==> src/rtl/tga_pkg.sv <==
`timescale 1ns / 1ps
`default_nettype none

package tga_pkg;

    localparam int MAP_DEPTH = 256;
    localparam int MAP_AW    = $clog2(MAP_DEPTH);
    localparam int IDX_W     = 16;

    // colormap depth as a compare limit, one bit wider than any index
    localparam logic [IDX_W:0] DEPTH_LIM = (IDX_W + 1)'(MAP_DEPTH);

    localparam int S_DATA_W = 48;
    localparam int M_DATA_W = 40;
    localparam int CFG_W    = 6;

    typedef enum logic [1:0] {
        CFG_PIXEL_BITS = 2'd0,
        CFG_RLE_ON     = 2'd1,
        CFG_MAP_ON     = 2'd2,
        CFG_OUT_MODE   = 2'd3
    } cfg_idx_t;

    localparam logic [1:0] OUT_GRAY = 2'd0;
    localparam logic [1:0] OUT_RGB  = 2'd1;
    localparam logic [1:0] OUT_ARGB = 2'd2;

    localparam logic ACT_STREAM    = 1'b0;
    localparam logic ACT_MAP_WRITE = 1'b1;

    localparam logic [5:0] PIXEL_BITS_RST = 6'd24;

    typedef struct packed {
        logic [5:0] pixel_bits;
        logic       rle_on;
        logic       map_on;
        logic [1:0] out_mode;
    } cfg_t;

    typedef struct packed {
        logic [7:0] red;
        logic [7:0] green;
        logic [7:0] blue;
        logic [7:0] alpha;
        logic [7:0] repeat_cnt;
        logic       mapped;
        logic       in_range;
        logic [1:0] out_mode;
    } pix_t;

    typedef struct packed {
        logic              we;
        logic [MAP_AW-1:0] waddr;
        logic [31:0]       wdata;
        logic              re;
        logic [MAP_AW-1:0] raddr;
    } map_port_t;

    function automatic logic [2:0] bytes_per_pixel(input logic [5:0] pixel_bits);
        logic [2:0] nb;
        if (pixel_bits == 6'd8) begin
            nb = 3'd1;
        end else if (pixel_bits == 6'd15 || pixel_bits == 6'd16) begin
            nb = 3'd2;
        end else if (pixel_bits == 6'd32) begin
            nb = 3'd4;
        end else begin
            nb = 3'd3;
        end
        return nb;
    endfunction

endpackage

`default_nettype wire

==> src/rtl/tga_fmt.sv <==
`timescale 1ns / 1ps
`default_nettype none

module tga_fmt
    import tga_pkg::*;
(
    input  wire logic                aclk,
    input  wire logic                aresetn,
    input  wire logic                s1_valid,
    input  wire pix_t                s1_pix,
    input  wire logic [31:0]         ram_rdata,
    input  wire logic                m_axis_tready,
    output logic                     m_axis_tvalid,
    output logic [M_DATA_W-1:0]      m_axis_tdata,
    output logic                     m_axis_tuser,
    output logic                     out_free
);

    logic                m_valid_reg, m_valid_next;
    logic [M_DATA_W-1:0] m_data_reg;
    logic                m_err_reg;

    logic [7:0] r, g, bl, a;
    logic       err;

    assign out_free = !m_valid_reg || m_axis_tready;

    always_comb begin
        r   = s1_pix.red;
        g   = s1_pix.green;
        bl  = s1_pix.blue;
        a   = s1_pix.alpha;
        err = 1'b0;
        if (s1_pix.mapped) begin
            if (s1_pix.in_range) begin
                a  = ram_rdata[31:24];
                r  = ram_rdata[23:16];
                g  = ram_rdata[15:8];
                bl = ram_rdata[7:0];
            end else begin
                err = 1'b1;
                r   = 8'd0;
                g   = 8'd0;
                bl  = 8'd0;
                a   = 8'd0;
            end
        end
        // gray keeps red only, the unused mode code behaves as rgb
        if (s1_pix.out_mode == OUT_GRAY) begin
            g  = 8'd0;
            bl = 8'd0;
            a  = 8'd0;
        end else if (s1_pix.out_mode != OUT_ARGB) begin
            a = 8'd0;
        end
        m_valid_next = out_free ? s1_valid : m_valid_reg;
    end

    always_ff @(posedge aclk) begin
        if (!aresetn) begin
            m_valid_reg <= 1'b0;
        end else begin
            m_valid_reg <= m_valid_next;
        end
    end

    always_ff @(posedge aclk) begin
        if (out_free && s1_valid) begin
            m_data_reg <= {s1_pix.repeat_cnt, a, bl, g, r};
            m_err_reg  <= err;
        end
    end

    assign m_axis_tvalid = m_valid_reg;
    assign m_axis_tdata  = m_data_reg;
    assign m_axis_tuser  = m_err_reg;

endmodule

`default_nettype wire

==> config.mk <==
export PLATFORM = sky130hd
export DESIGN_NAME = tga_fmt
export DESIGN_NICKNAME = d
export VERILOG_FILES = /design/src/rtl/tga_pkg.sv /design/src/rtl/tga_fmt.sv
export SDC_FILE = /design/constraint.sdc
export NUM_CORES = 1
export LEC_CHECK = 0
export ABC_AREA = 1
export ABC_CLOCK_PERIOD_IN_PS = 5600
export BUFFER_PORTS_ARGS = -buffer_cell sky130_fd_sc_hd__buf_2
export CAP_MARGIN = 20
export CORE_ASPECT_RATIO = 0.5
export CORE_UTILIZATION = 45
export CTS_CLUSTER_SIZE = 25
export DETAILED_ROUTE_END_ITERATION = 8
export PLACE_DENSITY = 0.85
export SLEW_MARGIN = 25
export SYNTH_ARGS = -nofsm -noshare
export SYNTH_HDL_FRONTEND = slang
export SYNTH_SLANG_ARGS = --single-unit
export TNS_END_PERCENT = 50
==> constraint.sdc <==
create_clock -name aclk -period 5.6 [get_ports aclk]
set_input_delay 1.12 -clock aclk [delete_from_list [all_inputs] [get_ports aclk]]
set_output_delay 1.12 -clock aclk [all_outputs]
set_load 0.01 [all_outputs]
=== Yosys cells after proc, flatten, opt, wreduce, memory -nomap -nowiden ===
Index checks and enable logic that the tools add are counted.

* Output and inout port bits: 43
* Input bits: 80
* Word-level logic and storage cells: 20
* Bits in registers: 42

* Equality and inequality tests: 1
* Muxes and demuxes: 9
* Reduce and logical (&&, ||, !) cells: 5

{| class="wikitable"
|+ Operators by type and width
! operator !! count
|-
| 8-bit two-way mux || 8
|-
| 2-bit logical NOT || 1
|-
| 2-bit != test, second input constant || 1
|-
| 2-bit OR reduction || 1
|-
| 1-bit logical AND || 1
|-
| 1-bit logical NOT || 1
|-
| 1-bit logical OR || 1
|-
| 1-bit two-way mux || 1
|}

=== Longest topological paths before layout ===
* Depth in word-level cells: 3
* Depth in mapped cells: 5
* Depth with buffers taken out: 3

=== Worst setup path before layout ===
OpenSTA, ideal clock, no wires.

* Path kind: input to register
* From: input port s1_valid
* To: register m_data_reg[0] (netlist: m_axis_tdata[0]) (enable)
* Path slack: 1980 ps
* Library setup time: 453 ps
* Data required time: 5147 ps
* Buffers on the path: 0
* Arrival: 3167 ps
* Cell stages on the path: 2
* Path through: inv_1 > a21oi_1

* Cells in the longest elaborated chain, start to end: 1

{| class="wikitable"
|+ Ends and longest elaborated chain
! element !! line !! source
|-
| start: declaration || tga_fmt.sv:9 || <nowiki>input wire logic s1_valid,</nowiki>
|-
| 1-bit logical AND || tga_fmt.sv:68 || <nowiki>if (out_free && s1_valid) begin</nowiki>
|-
| end signal: assignment || tga_fmt.sv:69 || <nowiki>m_data_reg <= {s1_pix.repeat_cnt, a, bl, g, r};</nowiki>
|-
| end: declaration || tga_fmt.sv:20 || <nowiki>logic [M_DATA_W-1:0] m_data_reg;</nowiki>
|}

Every way passes these cells.
A chain may end at the register's enable or synchronous reset.

=== Worst setup path after layout ===
* From: input port m_axis_tready
* To: output port out_free

* Cells in the longest elaborated chain, start to end: 1

{| class="wikitable"
|+ Ends and longest elaborated chain
! element !! line !! source
|-
| start: declaration || tga_fmt.sv:12 || <nowiki>input wire logic m_axis_tready,</nowiki>
|-
| 1-bit logical OR || tga_fmt.sv:26 || <nowiki>assign out_free = !m_valid_reg || m_axis_tready;</nowiki>
|-
| end: declaration || tga_fmt.sv:16 || <nowiki>output logic out_free</nowiki>
|}

Every way passes these cells.

==> results.py <==
metrics = {
    "timing": {
        "hold_violations": 0,
        "setup_viol": 0,
        "slew_viol_final": 0,
        "rsz0062_at_grt": "no",
        "worst_pin_slew_ps": 688.9,
        "finalSetupTns_ps": 0,
        "setup_ws_ps": 2937,
        "fin_skew_ps": 5.512,
        "period_needed_ps": 2663,
        "slew_headroom_pct": 54.03,
        "fmax_mhz": 375.5,
        "period_share_pct": 47.55,
    },
    "synth": {
        "syn-num-nets": 240,
        "synthCells": 160,
        "async_reset_ff_share_pct": 0,
        "synth_area_um2": 1848,
        "yosysTopAreaCell": "edfxtp_1",
        "synth-edff-count": 41,
        "ys.flop_type": "edfxtp_1",
        "synth.most_common_cell": "nand2_1",
        "synth_common_cells": "nand2_1 (42), edfxtp_1 (41), nand3_1 (32)",
        "ys_ff_latch": 42,
        "yosysUniqueCellTypes": 13,
        "ys_warn_count": 0,
        "synth_top_cell_area_share_pct": 66.62,
        "ys_top_cells_by_area": "edfxtp_1 (67%), nand3_1 (8.7%), nand2_1 (8.5%)",
        "syn_avg_cell_area_um2": 11.55,
        "yosysSeqAreaShare_pct": 67.70,
    },
    "grt": {
        "grt_overflow": 0,
        "grt_antenna_before_repair": 0,
        "grt_pass1_wl_mm": 5.940,
        "grt_pass1_vias": 1392,
        "track_usage_pct": 18.22,
        "grt_max_degree": 34,
    },
    "setup_path": {
        "crit_cells": 4,
        "cp_cell_sequence": "buf_2 -> inv_1 -> nand2_1 -> buf_2",
        "worstPathArrival_ps": 1540,
        "cp_top_family": "buffers and inverters",
        "path_buf_inv": 3,
        "r2r_slack_ps": 4120,
        "worstPathMaxFanout": 2,
        "cp-end-kind": "output port",
        "rr_worst_depth": 3,
        "slowest_stage": "buf_2",
        "cpMostUsedCell": "buf_2",
        "max_stage_delay_ps": 140,
        "crit_path_start_kind": "input port",
        "worstReg2RegStart": "m_axis_tvalid",
        "crit_required_ps": 4480,
        "timing.rr.end": "m_axis_tdata[5]",
        "crit_type": "in -> out",
    },
    "routing": {
        "firstDrtPassIters": 5,
        "drc_errors": 0,
        "vias": 1654,
        "avgViaCountPerCell": 4.952,
        "dr.first_iter.drc_count": 101,
        "routed_wl_mm": 4.383,
        "ant_nets": 0,
        "wl_per_cell_um": 13.12,
    },
    "min_path": {
        "min_path_cells": 2,
        "hold_path_class": "reg -> reg",
        "hp-start": "m_axis_tvalid",
        "whs_endpoint": "m_axis_tvalid",
    },
    "cells_and_area": {
        "regArea_um2": 1251,
        "layout.nets": 359,
        "drive_gt1_share_pct": 47.86,
        "antennaDiodeCount": 0,
        "multi_input_area_um2": 471.7,
        "area_growth_pct": 37.24,
        "final_area_um2": 2536,
        "fillers": 333,
    },
    "place": {
        "dpl-instance-area_um2": 2451,
        "dp_slack_ps": 2939,
        "dp.final_hpwl_mm": 3.152,
        "io_buffers": 122,
        "gp_congestion": 0.7548,
    },
    "cts": {
        "cts_buffers": 5,
        "htreeDepth": 2,
        "cts.hold.buffers_added": 0,
        "cts.sinks": 42,
        "postCtsSetupBuffers": 0,
        "cts_root_buffer": "clkbuf_8",
        "clkTransAtPathRegs_ps": 70,
        "clk_latency_ps": 290,
        "cts_tree": "yes",
        "clockBufferDepth": 2,
        "post_cts_resized": 0,
    },
    "die": {
        "num_rows": 16,
        "start_util_pct": 47.10,
        "dieHeight_um": 47.32,
        "io_pins": 123,
        "design.die.area_um2": 4383,
        "dieWidth_um": 92.63,
        "core-area_um2": 3924,
    },
    "pwr": {
        "powerDensity_nw_per_um2": 262.4,
        "ir_drop_v": 0.00009931,
        "leakagePower_nw": 1.174,
    },
    "outcome": {
        "status": "complete, no violations",
    },
    "flow_run": {
        "cap_violations": 0,
    },
}
[cell usage in the layout, fill, tap and decap left out]
| cell | Yosys | routed |
|---|---|---|
| a21boi_0 | 1 | 1 |
| clkinv_2 | 0 | 1 |
| clkinvlp_4 | 0 | 1 |
| edfxtp_1 | 41 | 41 |
| inv_1 | 3 | 3 |
| clkinv_1 | 0 | 1 |
| nor2_1 | 1 | 1 |
| buf_8 | 0 | 2 |
| nand3_1 | 32 | 32 |
| clkinv_4 | 1 | 1 |
| a21oi_1 | 25 | 24 |
| buf_2 | 0 | 122 |
| dfxtp_1 | 1 | 1 |
| nor2_2 | 1 | 1 |
| a21oi_4 | 0 | 1 |
| clkbuf_8 | 0 | 5 |
| nand2_1 | 42 | 42 |
[how the worst max path moves through the flow]
| stage | endpoint | slack (ps) | startpoint |
|---|---|---|---|
| 2_1_floorplan | m_axis_tdata[0] | 1980 | s1_valid |
| 3_3_place_gp | out_free | 2970 | m_axis_tready |
| 3_5_place_dp | out_free | 2940 | m_axis_tready |
| 4_1_cts | out_free | 2940 | m_axis_tready |
| 5_1_grt | out_free | 2890 | m_axis_tready |
| 6_report | out_free | 2940 | m_axis_tready |
[worst min-delay path, cell delays in order, from the launching register on]
cell	delay [ps]
dfxtp_1	350
nand2_1	100
a21boi_0	70
[area by class of cell]
cell class,count,share of cell area (%)
sequential,42,49.33
timing repair buffer,124,25.26
multi-input combinational,102,18.60
inverter,4,0.7893
tap,54,2.664
clock buffer,5,2.713
clock inverter,3,0.6413
[registers in the layout, indices dropped and copies added (netlist names)]
name	count
m_axis_tdata	40
m_axis_tvalid	1
m_axis_tuser	1
[metrics by stage]
stage	utilization, %	power, mW	std cells	hold WS, ps
5_1_grt	64.64	0.6922	334	636.0
6_report	64.64	0.6655	334	560.7
2_1_floorplan	-	0.4359	160	595.3
3_5_place_dp	62.47	0.4859	326	546.4
3_3_place_gp	61.70	0.4797	324	521.4
4_1_cts	64.64	0.6701	334	559.8
[kinds of logic (layout without fill, tap and decap cells)]
| logic type | Yosys count | in the layout | synth area share (%) |
|---|---|---|---|
| and+or+nand+nor | 76 | 76 | 17.74 |
| DFF | 42 | 42 | 67.70 |
| AOI/OAI and AO/OA | 26 | 26 | 7.177 |
| buffers and inverters | 16 | 136 | 7.380 |
[power by group]
| group | switching [mW] | internal, mW | total [mW] |
|---|---|---|---|
| Sequential | 0.00510 | 0.370 | 0.375 |
| Clock | 0.102 | 0.0853 | 0.187 |
| Combinational | 0.0572 | 0.0456 | 0.103 |
[routing by layer]
| layer | track usage [%] | up-vias | part of all wire (%) |
|---|---|---|---|
| li1 | - | 804 | - |
| met1 | 20.31 | 775 | 38 |
| met2 | 35.11 | 69 | 55 |
| met3 | 5.987 | 6 | 6.1 |
| met4 | 5.538 | 0 | 0.78 |
| met5 | 0 | - | 0 |
(Power assumes the default switching activity.)
