$ cat src/rtl/tga_pkg.sv
`timescale 1ns / 1ps
`default_nettype none

package tga_pkg;

    localparam int MAP_DEPTH = 256;
    localparam int MAP_AW    = $clog2(MAP_DEPTH);
    localparam int IDX_W     = 16;

    // colormap depth as a compare limit, one bit wider than any index
    localparam logic [IDX_W:0] DEPTH_LIM = (IDX_W + 1)'(MAP_DEPTH);

    localparam int S_DATA_W = 48;
    localparam int M_DATA_W = 40;
    localparam int CFG_W    = 6;

    typedef enum logic [1:0] {
        CFG_PIXEL_BITS = 2'd0,
        CFG_RLE_ON     = 2'd1,
        CFG_MAP_ON     = 2'd2,
        CFG_OUT_MODE   = 2'd3
    } cfg_idx_t;

    localparam logic [1:0] OUT_GRAY = 2'd0;
    localparam logic [1:0] OUT_RGB  = 2'd1;
    localparam logic [1:0] OUT_ARGB = 2'd2;

    localparam logic ACT_STREAM    = 1'b0;
    localparam logic ACT_MAP_WRITE = 1'b1;

    localparam logic [5:0] PIXEL_BITS_RST = 6'd24;

    typedef struct packed {
        logic [5:0] pixel_bits;
        logic       rle_on;
        logic       map_on;
        logic [1:0] out_mode;
    } cfg_t;

    typedef struct packed {
        logic [7:0] red;
        logic [7:0] green;
        logic [7:0] blue;
        logic [7:0] alpha;
        logic [7:0] repeat_cnt;
        logic       mapped;
        logic       in_range;
        logic [1:0] out_mode;
    } pix_t;

    typedef struct packed {
        logic              we;
        logic [MAP_AW-1:0] waddr;
        logic [31:0]       wdata;
        logic              re;
        logic [MAP_AW-1:0] raddr;
    } map_port_t;

    function automatic logic [2:0] bytes_per_pixel(input logic [5:0] pixel_bits);
        logic [2:0] nb;
        if (pixel_bits == 6'd8) begin
            nb = 3'd1;
        end else if (pixel_bits == 6'd15 || pixel_bits == 6'd16) begin
            nb = 3'd2;
        end else if (pixel_bits == 6'd32) begin
            nb = 3'd4;
        end else begin
            nb = 3'd3;
        end
        return nb;
    endfunction

endpackage

`default_nettype wire

$ cat src/rtl/tga_parse.sv
`timescale 1ns / 1ps
`default_nettype none

module tga_parse
    import tga_pkg::*;
(
    input  wire logic                aclk,
    input  wire logic                aresetn,
    input  wire cfg_t                cfg,
    input  wire logic                s_axis_tvalid,
    output logic                     s_axis_tready,
    input  wire logic [S_DATA_W-1:0] s_axis_tdata,
    input  wire logic                s_axis_tuser,
    input  wire logic                out_free,
    output logic                     s1_valid,
    output pix_t                     s1_pix,
    output map_port_t                map_port
);

    logic        await_header_reg, await_header_next;
    logic        run_rep_reg, run_rep_next;
    logic [7:0]  run_left_reg, run_left_next;
    logic [1:0]  phase_reg, phase_next;
    logic [23:0] hold_reg, hold_next;
    logic        s1_valid_reg, s1_valid_next;
    pix_t        s1_pix_reg, s1_pix_next;

    logic             accept;
    logic             done;
    logic [7:0]       b;
    logic [7:0]       lo;
    logic [2:0]       nb;
    logic [IDX_W-1:0] idx;
    logic [7:0]       r, g, bl, a;
    logic [7:0]       rep;
    logic [7:0]       left_dec;

    assign s_axis_tready = !s1_valid_reg || out_free;
    assign accept        = s_axis_tvalid && s_axis_tready;
    assign b             = s_axis_tdata[7:0];
    assign lo            = hold_reg[7:0];
    assign nb            = bytes_per_pixel(cfg.pixel_bits);
    assign left_dec      = (run_left_reg != 8'd0) ? run_left_reg - 8'd1 : 8'd0;

    // channel assembly for the byte that closes a pixel
    always_comb begin
        r   = 8'd0;
        g   = 8'd0;
        bl  = 8'd0;
        a   = 8'd0;
        idx = '0;
        unique case (nb)
            3'd1: begin
                r   = b;
                g   = b;
                bl  = b;
                idx = IDX_W'(b);
            end
            3'd2: begin
                r   = {3'b000, b[6:2]};
                g   = {3'b000, b[1:0], lo[7:5]};
                bl  = {3'b000, lo[4:0]};
                idx = {b, lo};
            end
            3'd3: begin
                bl = hold_reg[15:8];
                g  = hold_reg[7:0];
                r  = b;
            end
            default: begin
                bl = hold_reg[23:16];
                g  = hold_reg[15:8];
                r  = hold_reg[7:0];
                a  = b;
            end
        endcase
    end

    always_comb begin
        await_header_next = await_header_reg;
        run_rep_next      = run_rep_reg;
        run_left_next     = run_left_reg;
        phase_next        = phase_reg;
        hold_next         = hold_reg;
        done              = 1'b0;
        rep               = 8'd1;
        map_port.we       = 1'b0;
        map_port.waddr    = MAP_AW'(s_axis_tdata[15:8]);
        map_port.wdata    = {s_axis_tdata[47:40], s_axis_tdata[23:16],
                             s_axis_tdata[31:24], s_axis_tdata[39:32]};
        map_port.raddr    = MAP_AW'(idx);

        if (accept) begin
            priority if (s_axis_tuser == ACT_MAP_WRITE) begin
                map_port.we = (17'(s_axis_tdata[15:8]) < DEPTH_LIM);
            end else if (cfg.rle_on && await_header_reg) begin
                run_rep_next      = b[7];
                run_left_next     = {1'b0, b[6:0]} + 8'd1;
                await_header_next = 1'b0;
                phase_next        = 2'd0;
                hold_next         = 24'd0;
            end else if (({1'b0, phase_reg} + 3'd1) < nb) begin
                hold_next  = {hold_reg[15:0], b};
                phase_next = phase_reg + 2'd1;
            end else begin
                done       = 1'b1;
                phase_next = 2'd0;
                hold_next  = 24'd0;
                if (cfg.rle_on) begin
                    if (run_rep_reg) begin
                        rep               = (run_left_reg == 8'd0) ? 8'd1 : run_left_reg;
                        run_left_next     = 8'd0;
                        await_header_next = 1'b1;
                    end else begin
                        run_left_next = left_dec;
                        if (left_dec == 8'd0) begin
                            await_header_next = 1'b1;
                        end
                    end
                end
            end
        end
        map_port.re = done;
    end

    always_comb begin
        s1_pix_next            = s1_pix_reg;
        s1_pix_next.red        = r;
        s1_pix_next.green      = g;
        s1_pix_next.blue       = bl;
        s1_pix_next.alpha      = a;
        s1_pix_next.repeat_cnt = rep;
        s1_pix_next.mapped     = cfg.map_on;
        s1_pix_next.in_range   = ({1'b0, idx} < DEPTH_LIM);
        s1_pix_next.out_mode   = cfg.out_mode;

        // an item leaving toward the output empties the stage unless a new pixel lands
        if (accept) begin
            s1_valid_next = done;
        end else if (out_free) begin
            s1_valid_next = 1'b0;
        end else begin
            s1_valid_next = s1_valid_reg;
        end
    end

    always_ff @(posedge aclk) begin
        if (!aresetn) begin
            await_header_reg <= 1'b1;
            run_rep_reg      <= 1'b0;
            run_left_reg     <= 8'd0;
            phase_reg        <= 2'd0;
            hold_reg         <= 24'd0;
            s1_valid_reg     <= 1'b0;
        end else begin
            await_header_reg <= await_header_next;
            run_rep_reg      <= run_rep_next;
            run_left_reg     <= run_left_next;
            phase_reg        <= phase_next;
            hold_reg         <= hold_next;
            s1_valid_reg     <= s1_valid_next;
        end
    end

    always_ff @(posedge aclk) begin
        if (accept && done) begin
            s1_pix_reg <= s1_pix_next;
        end
    end

    assign s1_valid = s1_valid_reg;
    assign s1_pix   = s1_pix_reg;

endmodule

`default_nettype wire

$ cat config.mk
export PLATFORM = sky130hd
export DESIGN_NAME = tga_parse
export DESIGN_NICKNAME = d
export VERILOG_FILES = /design/src/rtl/tga_pkg.sv /design/src/rtl/tga_parse.sv
export SDC_FILE = /design/constraint.sdc
export NUM_CORES = 1
export LEC_CHECK = 0
export ABC_AREA = 1
export BUFFER_PORTS_ARGS = -buffer_cell sky130_fd_sc_hd__buf_2
export CORE_ASPECT_RATIO = 0.9
export CORE_MARGIN = 1.5
export CORE_UTILIZATION = 37
export CTS_CLUSTER_SIZE = 14
export DETAILED_ROUTE_END_ITERATION = 6
export PLACE_DENSITY = 0.66
export SLEW_MARGIN = 5
export SYNTH_ARGS = -nofsm -noshare
export SYNTH_HDL_FRONTEND = slang
export SYNTH_SLANG_ARGS = --single-unit
$ cat constraint.sdc
create_clock -name aclk -period 3.1 [get_ports aclk]
set_input_delay 0.31 -clock aclk [delete_from_list [all_inputs] [get_ports aclk]]
set_output_delay 0.31 -clock aclk [all_outputs]
set_load 0.05 [all_outputs]
## Word-level counts from Yosys, hierarchy flattened

Index checks and enable logic that the tools add are counted.

| operators by class | value |
|---|---|
| equality and inequality tests | 8 |
| reductions and logical operators | 19 |
| muxes and demuxes | 29 |
| add/subtract/negate cells | 4 |
| bitwise logic cells | 4 |
| magnitude comparators | 2 |

Operators by type and width:

| cell | number |
|---|---|
| $mux W24 | 2 |
| $pmux W8 S3 | 2 |
| $mux W8 | 5 |
| $pmux W16 S2 | 1 |
| $logic_not A8 Y1 | 2 |
| $lt A16 B9 Y1 const B | 1 |
| $pmux W8 S2 | 1 |
| $mux W1 | 13 |
| $eq A6 B4 Y1 const B | 2 |
| $mux W3 | 3 |
| $add A7 B1 Y8 const B | 1 |
| $reduce_bool A8 Y1 | 1 |
| $sub A8 B1 Y8 const B | 1 |
| $reduce_or A7 Y1 | 1 |
| $eq A3 B2 Y1 const B | 2 |
| $eq A6 B5 Y1 const B | 1 |
| $eq A6 B6 Y1 const B | 1 |
| $reduce_and A5 Y1 | 1 |
| $mux W2 | 2 |
| $not A1 Y1 | 4 |
| $reduce_and A4 Y1 | 1 |
| $reduce_bool A2 Y1 | 2 |
| $add A2 B1 Y3 const B | 1 |
| $eq A3 B1 Y1 const B | 1 |
| other kinds (11) | 14 |

| storage, ports and cells | value |
|---|---|
| output and inout port bits | 96 |
| bits in registers | 81 |
| word-level logic and storage cells | 80 |
| input bits | 63 |

## Logic depth before layout (Yosys ltp)

Gate-level depths: netlist of run 1.

| logic depth | value |
|---|---|
| depth in word-level cells | 10 |
| gate-level depth with buffers | 16 |
| mapped depth without buffers | 14 |

## Worst setup path before layout of run 1

No wires, ideal clock.

| timing path | value |
|---|---|
| kind | reg-to-output |
| from | register s1_valid_reg (netlist: s1_valid) |
| to | output port map_port[8] (netlist bit) |
| data required time | 2,790 ps |
| setup slack | -44 ps |
| path buffers | 2 |
| stages on the path, launching flop included | 8 |
| arrival | 2,834 ps |
| cells stage by stage | dfxtp_1 -> nand2_1 -> nand3_2 -> buf_2 -> nor2_1 -> nand2_1 -> inv_1 -> buf_4 |

| on the way | value |
|---|---|
| cells in the longest elaborated chain, start to end | 4 |

RTL lines:

| what | line | text |
|---|---|---|
| from (decl) | tga_parse.sv:25 | `logic s1_valid_reg, s1_valid_next;` |
| from (signal assigned) | tga_parse.sv:161 | `s1_valid_reg <= s1_valid_next;` |
| $logic_not A1 Y1 | tga_parse.sv:38 | `assign s_axis_tready = !s1_valid_reg \|\| out_free;` |
| $logic_or A1 B1 Y1 | tga_parse.sv:38 |  |
| via s_axis_tready | tga_parse.sv:11 | `output logic s_axis_tready,` |
| $logic_and A1 B1 Y1 | tga_parse.sv:39 | `assign accept = s_axis_tvalid && s_axis_tready;` |
| $mux W1 | tga_parse.sv:93 | `if (accept) begin` |
| to (decl) | tga_parse.sv:17 | `output map_port_t map_port` |

The timed path passes the listed nets, and every way through them passes these cells.

==> metrics.csv, run 1 <==
stage,metric,value,unit
floorplan,I/O Pins,159,
routing,Routed wire per std cell,15.0,µm
worst_setup_path,Worst setup EP type,output pin,
place,placed cell count,673,
synthesis,Syn Area/Cell,8.37,µm²
synthesis,synthesized flop and latch total,81,
routing,drt total wl,10400,µm
global_route,vias in the first global route,3025,
power,power share of the clock group,44.1,%
layout,most frequent cells in the layout,"129 x nand2_1, 78 x buf_2, 57 x nor2_1",
timing,fin crit share,87.1,%
clock_tree,postcts setup bufs,0,
hold_path,HP Start,cfg[0],
floorplan,die height,103,µm
synthesis,count of different cell masters after synthesis,36,
hold_path,Hold WC Path Type,input pin to register,
worst_setup_path,CP cell instances,ha_1 > ha_1 > a21oi_1 > nand2_1 > nand2_1 > clkinvlp_4 > buf_2,
worst_setup_path,slowest CP cell,dfxtp_1,
layout,fin cells,689,
clock_tree,Inserted Clock Buffers,9,
clock_tree,CTS tree,done,
timing,Hold Slack,156,ps
layout,area grow syn2layout,13.5,%
power,pwr/cell area,546,mW/mm²
clock_tree,clock sinks,81,
global_route,largest net degree at the start of global routing,34,
worst_setup_path,Max stage delay on crit path,330,ps
global_route,total track usage,17.2,%
worst_setup_path,CP arrival,2390,ps
routing,post-route ant nets,0,
floorplan,full die area,0.0118,mm²
timing,Highest Clock Rate,370,MHz
timing,total negative slack,0,ps
clock_tree,H-tree lvl count,3,
timing,Tightest Pin Transition,752,ps
timing,final setup vio count,0,
power,sequential group share of total power,45.3,%
worst_setup_path,"Max FO, Critical Path",15,
timing,Slew headroom,49.5,%
worst_setup_path,r2r startpoint,phase_reg[0],
synthesis,area of the mapped netlist,0.00413,mm²
timing,RSZ-0062 raised after global routing,false,
synthesis,post-synthesis sequential area ratio,49.9,%
timing,Final Slew Violations,0,
power,Switching Fraction,24.5,%
worst_setup_path,type of origin of the critical path,register,
power,Pint,0.00193,W
clock_tree,Worst-Skew Late Latency,330,ps
worst_setup_path,"Req. time, crit path",2790,ps
routing,drt first pass iters,5,
floorplan,core box area,0.0109,mm²
global_route,global route total overflow,0,
synthesis,syn nets,563,
floorplan,Chip Width,114,µm
layout,max reg flops,44,
power,Peak VDD IR,0.000265,V
synthesis,post-synthesis cell count,494,
status,outcome,"finished, final reports clean",
timing,Tmin final,2700,ps
power,P_leak,1.87,nW
floorplan,Initial Util,38.1,%
global_route,first-pass GRT wire length,15600,µm
routing,drt via density,4.98,
power,Net Sw Power,0.000627,W
layout,final net count,601,
clock_tree,Root Buffer,clkbuf_16,
power,Comb power frac,10.6,%
global_route,initial antenna violation count,0,
clock_tree,post_cts resized,0,
timing,Final Hold Violating Endpoints,0,
routing,DRC,0,
routing,initial DRC count,272,
clock_tree,"Clk pin slew, worst setup/hold paths",60,ps
clock_tree,Max clock buf depth,2,
place,I/O Buffers,78,
routing,Vias,3430,
synthesis,yosys warns,0,
timing,worst clock skew,7.79,ps
place,DPL Wire Length,7660,µm
clock_tree,post-cts hold buffer count,0,
layout,share of cells above drive strength 1,20.7,%
worst_setup_path,CP startpoint,phase_reg[0],
layout,"commonest non-fill, non-tap cell in the layout",nand2_1,
layout,Ant. Diodes,0,
job,max-cap violation count,0,
power,total power draw,0.00256,W
place,GP Congestion,0.907,
worst_setup_path,WS Path Type,register to output pin,
floorplan,Std-Cell Rows,36,
metrics by stage:
step           instance area, µm²  worst slack, ps  utilization, %
6_report                     4690              400            43.2
5_1_grt                      4690              222            43.2
4_1_cts                      4690              381            43.2
3_5_place_dp                 4370              518            40.3
3_3_place_gp                 4370              586            40.3
2_1_floorplan                4140             57.8               -
power by group through the flow:
stage               clock [W]  sequential [W]  combinational [W]
floorplan                   0         0.00121           0.000306
global placement            0         0.00118           0.000263
detailed placement          0         0.00118           0.000267
CTS                   0.00114         0.00116           0.000269
global route          0.00118         0.00116           0.000298
finish                0.00113         0.00116           0.000271
cells in the mapped netlist (all sizes together):
cell     number  area [µm²]
nand3        17         108
ha            6        75.1
o2111ai       2        17.5
nand4        10        62.6
nor4          1        6.26
clkinv        4        15.0
nor2         60         252
nor3          3        15.0
xor2          1        8.76
a21oi        40         200
clkbuf        6        22.5
xnor2         1        8.76
edfxtp       44        1320
inv          43         161
a22oi         2        15.0
o211ai        3        22.5
o21ai        17        85.1
and2          1        6.26
a32oi         1        8.76
buf          49         365
a31oi         2        12.5
nand2       132         508
dfxtp        37         741
o22ai         4        25.0
o221ai        8        70.1
layer usage:
metal | wire length, µm | up-vias | global-route usage, % | share of wire (%)
li1 | - | 1681 | - | -
met1 | 4480 | 1545 | 23.4 | 43
met2 | 4710 | 178 | 26.3 | 45
met3 | 913 | 26 | 2.80 | 8.8
met4 | 243 | 0 | 9.52 | 2.3
met5 | 0 | - | 0 | 0
worst max-delay path, delay by kind of cell, from the launching register on:
| kind | cells | cell delay, ps |
|---|---|---|
| DFF | 1 | 330 |
| buffers and inverters | 2 | 650 |
| and+or+nand+nor | 2 | 280 |
| AOI/OAI and AO/OA | 1 | 280 |
| adders and majority gates | 2 | 500 |
cell families after synthesis:
kind of cell / share of synthesized area [%]
simple gates: 23.2
buf+inv: 13.7
flops: 49.9
compound gates: 11.1
fa+ha+maj: 1.82
xor+xnor: 0.424
path summary, 6_finish.rpt:
path	endpoint	slack [ps]	depth (start not counted)
max	map_port[8]	400	7
min	s1_pix[0]	160	1
max reg2reg	s1_pix[6]	750	8
min reg2reg	hold_reg[23]	470	2
cell type report:
cell class,count,area (µm²)
Tap cell,152,190
Sequential cell,81,2060
Fill cell,1051,6160
Clock inverter,6,90.1
Timing Repair Buffer,82,433
Multi-Input combinational cell,311,1510
Inverter,47,180
Clock buffer,10,229
Note: power is estimated with default switching activity, not from simulation.
==> run 2, diff against run 1 <==
--- a/config.mk
+++ b/config.mk
@@ -5,7 +5,7 @@
 export SDC_FILE = /design/constraint.sdc
 export NUM_CORES = 1
 export LEC_CHECK = 0
-export ABC_AREA = 1
+export ABC_AREA = 0
 export BUFFER_PORTS_ARGS = -buffer_cell sky130_fd_sc_hd__buf_2
 export CORE_ASPECT_RATIO = 0.9
 export CORE_MARGIN = 1.5
@@ -13,7 +13,7 @@
 export CTS_CLUSTER_SIZE = 14
 export DETAILED_ROUTE_END_ITERATION = 6
 export PLACE_DENSITY = 0.66
-export SLEW_MARGIN = 5
+export SLEW_MARGIN = 20
 export SYNTH_ARGS = -nofsm -noshare
 export SYNTH_HDL_FRONTEND = slang
 export SYNTH_SLANG_ARGS = --single-unit
==> metrics.csv, run 2 <==
stage,metric,value,unit,change
hold_path,HP Start,cfg[0],,
clock_tree,Root Buffer,clkbuf_16,,
timing,Highest Clock Rate,365,MHz,-1.3%
synthesis,syn nets,480,,-15%
routing,post-route ant nets,0,,unchanged
clock_tree,postcts setup bufs,0,,unchanged
synthesis,synth top area cells,"edfxtp_1 32%, dfxtp_1 18%, buf_4 7.4%",,
layout,"Core Util, Final",43.3,%,+0.074 points
worst_setup_path,CP arrival,2430,ps,+40 ps
clock_tree,H-tree lvl count,3,,unchanged
floorplan,full die area,0.0119,mm²,+1.0%
clock_tree,"Clk pin slew, worst setup/hold paths",60,ps,about the same
synthesis,post-synthesis cell count,411,,-17%
timing,Final Slew Violations,0,,unchanged
synthesis,post-synthesis sequential area ratio,49.4,%,-0.51 points
global_route,vias in the first global route,3087,,+2.0%
synthesis,Synth area leader,edfxtp_1,,
routing,DRC,0,,unchanged
synthesis,synthesized flop and latch total,81,,unchanged
timing,final setup vio count,0,,unchanged
place,DPL Wire Length,6950,µm,-9.3%
timing,RSZ-0062 raised after global routing,false,,
routing,drt via density,5.35,,+7.4%
timing,worst clock skew,5.18,ps,-2.61 ps
layout,share of cells above drive strength 1,26.6,%,+6.0 points
synthesis,most common cell in the netlist,edfxtp_1,,
worst_setup_path,Max stage delay on crit path,560,ps,+230 ps
layout,most frequent cells in the layout,"78 x buf_2, 44 x edfxtp_1, 37 x dfxtp_1",,
floorplan,die height,104,µm,+0.50%
worst_setup_path,R2R Setup Slk,980,ps,+230 ps
timing,fin crit share,88.3,%,+1.2 points
worst_setup_path,CP cell instances,buf_2 > or4_4 > nor3b_2 > inv_2 > ha_4 > a21o_1 > nor2_2 > nor2_4 > buf_2,,
worst_setup_path,"Req. time, crit path",2790,ps,about the same
floorplan,Std-Cell Rows,36,,unchanged
timing,Slew headroom,52.2,%,+2.7 points
layout,Ant. Diodes,0,,unchanged
clock_tree,post_cts resized,0,,unchanged
routing,drt total wl,10100,µm,-2.7%
place,GP Congestion,0.814,,-10%
hold_path,Hold Path End,s1_pix[0],,
clock_tree,Inserted Clock Buffers,9,,unchanged
hold_path,Hold Path Depth,1,,unchanged
synthesis,count of different cell masters after synthesis,52,,+44%
floorplan,Chip Width,115,µm,+0.50%
timing,Tmin final,2740,ps,+35.9 ps
worst_setup_path,slowest CP cell,or4_4,,
power,P_leak,1.89,nW,+0.83%
floorplan,core box area,0.0109,mm²,+0.42%
clock_tree,CTS tree,done,,
synthesis,synth cell count leaders,"44 x edfxtp_1, 41 x buf_4, 37 x dfxtp_1",,
routing,Vias,3204,,-6.6%
clock_tree,Max clock buf depth,2,,unchanged
worst_setup_path,"Max FO, Critical Path",4,,-11
layout,final net count,511,,-15%
layout,"commonest non-fill, non-tap cell in the layout",buf_2,,
place,I/O Buffers,78,,unchanged
worst_setup_path,Worst setup EP type,output pin,,
status,outcome,"finished, final reports clean",,
timing,Final Hold Violating Endpoints,0,,unchanged
power,pwr/cell area,504,mW/mm²,-7.7%
layout,Fillers,1093,,+4.0%
clock_tree,Worst-Skew Late Latency,340,ps,about the same
floorplan,I/O Pins,159,,unchanged
job,max-cap violation count,0,,unchanged
global_route,initial antenna violation count,0,,unchanged
worst_setup_path,WS Path Type,input pin to output pin,,
synthesis,Synth top area share,31.6,%,-0.33 points
global_route,global route total overflow,0,,unchanged
global_route,largest net degree at the start of global routing,38,,+12%
layout,max reg flops,44,,unchanged
timing,Hold Slack,140,ps,-15.5 ps
worst_setup_path,worst reg2reg path depth,5,,-3
global_route,total track usage,17.4,%,+0.26 points
floorplan,Initial Util,38.3,%,+0.23 points
global_route,first-pass GRT wire length,16100,µm,+3.3%
clock_tree,post-cts hold buffer count,0,,unchanged
clock_tree,clock sinks,81,,unchanged
timing,Tightest Pin Transition,714,ps,-38.2 ps
power,Peak VDD IR,0.000213,V,-20%
synthesis,Syn Area/Cell,10.2,µm²,+21%
synthesis,yosys warns,0,,unchanged
synthesis,"EDFF count, synth",44,,unchanged
worst_setup_path,reg-to-reg endpoint,run_left_reg[2],,
worst_setup_path,crit-path most repeated cell,buf_2,,
routing,Routed wire per std cell,16.8,µm,+12%
synthesis,asr flop ratio synth,0,%,unchanged
synthesis,area of the mapped netlist,0.00418,mm²,+1.0%
routing,drt first pass iters,4,,-1
worst_setup_path,type of origin of the critical path,input pin,,
worst_setup_path,r2r startpoint,run_left_reg[3],,
layout,area grow syn2layout,13.0,%,
synthesis,dominant synthesized flop cell,edfxtp_1,,
routing,initial DRC count,212,,-22%
hold_path,Hold WC Path Type,input pin to register,,
run 2: changes by cell type in the layout (fill, tap and decap cells not counted), sizes merged, moves of 8 or more:
cell / before / now
a21oi: 40 / 16
o21ai: 17 / 9
nand2: 132 / 36
and2: 1 / 19
nand3: 17 / 3
a22oi: 2 / 32
inv: 43 / 8
nor2b: 0 / 26
nand4: 10 / 1
nor2: 60 / 28
run 2: how the worst max path moves through the flow:
stage / slack (ps) / startpoint / to / cells past startpoint
after CTS: 350 / cfg[5] / map_port[8] / 9
after detailed placement: 290 / cfg[5] / run_left_reg[2] / 9
after global routing: 240 / cfg[5] / map_port[8] / 9
after global placement: 320 / cfg[5] / run_left_reg[4] / 9
final: 360 / cfg[5] / map_port[8] / 9
after floorplan: -150 / cfg[5] / map_port[8] / 10
run 2: worst max-delay path, delay by kind of cell:
kind            cells  cell delay, ps
compound gates      1             190
fa+ha+maj           1             280
simple gates        4            1140
buf+inv             3             510
run 2: power by group:
part           internal, W  total [W]  switching, W
logic            0.0000831   0.000239      0.000155
clock network     0.000545   0.000976      0.000431
registers          0.00114    0.00116     0.0000188
run 2: area by class of cell:
| type | count | area, µm² | area share [%] |
|---|---|---|---|
| flip-flops and latches | 81 | 2060 | 43.7 |
| multi-input cells | 255 | 1700 | 36.1 |
| repair buffers | 88 | 465 | 9.86 |
| clock buffers | 10 | 229 | 4.85 |
| well taps | 152 | 190 | 4.03 |
| clock inverters | 6 | 43.8 | 0.928 |
| inverters | 7 | 26.3 | 0.557 |
run 2: kinds of logic (layout without fill, tap and decap cells):
family / count (synthesis) / count (layout) / synth area share [%]
flops: 81 / 81 / 49.4
fa+ha+maj: 6 / 6 / 1.80
simple gates: 143 / 143 / 17.9
xor+xnor: 7 / 7 / 1.47
compound gates: 97 / 97 / 18.2
mux: 2 / 2 / 0.479
buf+inv: 75 / 111 / 10.8
run 2: per-stage QoR:
stage / TNS (ps) / setup WS (ps) / std cells / total power, W / instance area (µm²)
after floorplan: -146 / -146 / 411 / 0.00150 / 4230
after global placement: 0 / 322 / 583 / 0.00142 / 4450
after detailed placement: 0 / 286 / 583 / 0.00142 / 4450
after CTS: 0 / 346 / 599 / 0.00240 / 4720
after global routing: 0 / 242 / 599 / 0.00247 / 4720
final: 0 / 364 / 599 / 0.00238 / 4720
run 2: layer usage:
metal,vias to the layer above,part of all wire (%),track usage [%]
li1,1507,-,-
met1,1561,43,21.8
met2,107,48,27.8
met3,29,7.0,5.62
met4,0,2.2,6.79
met5,-,0,0
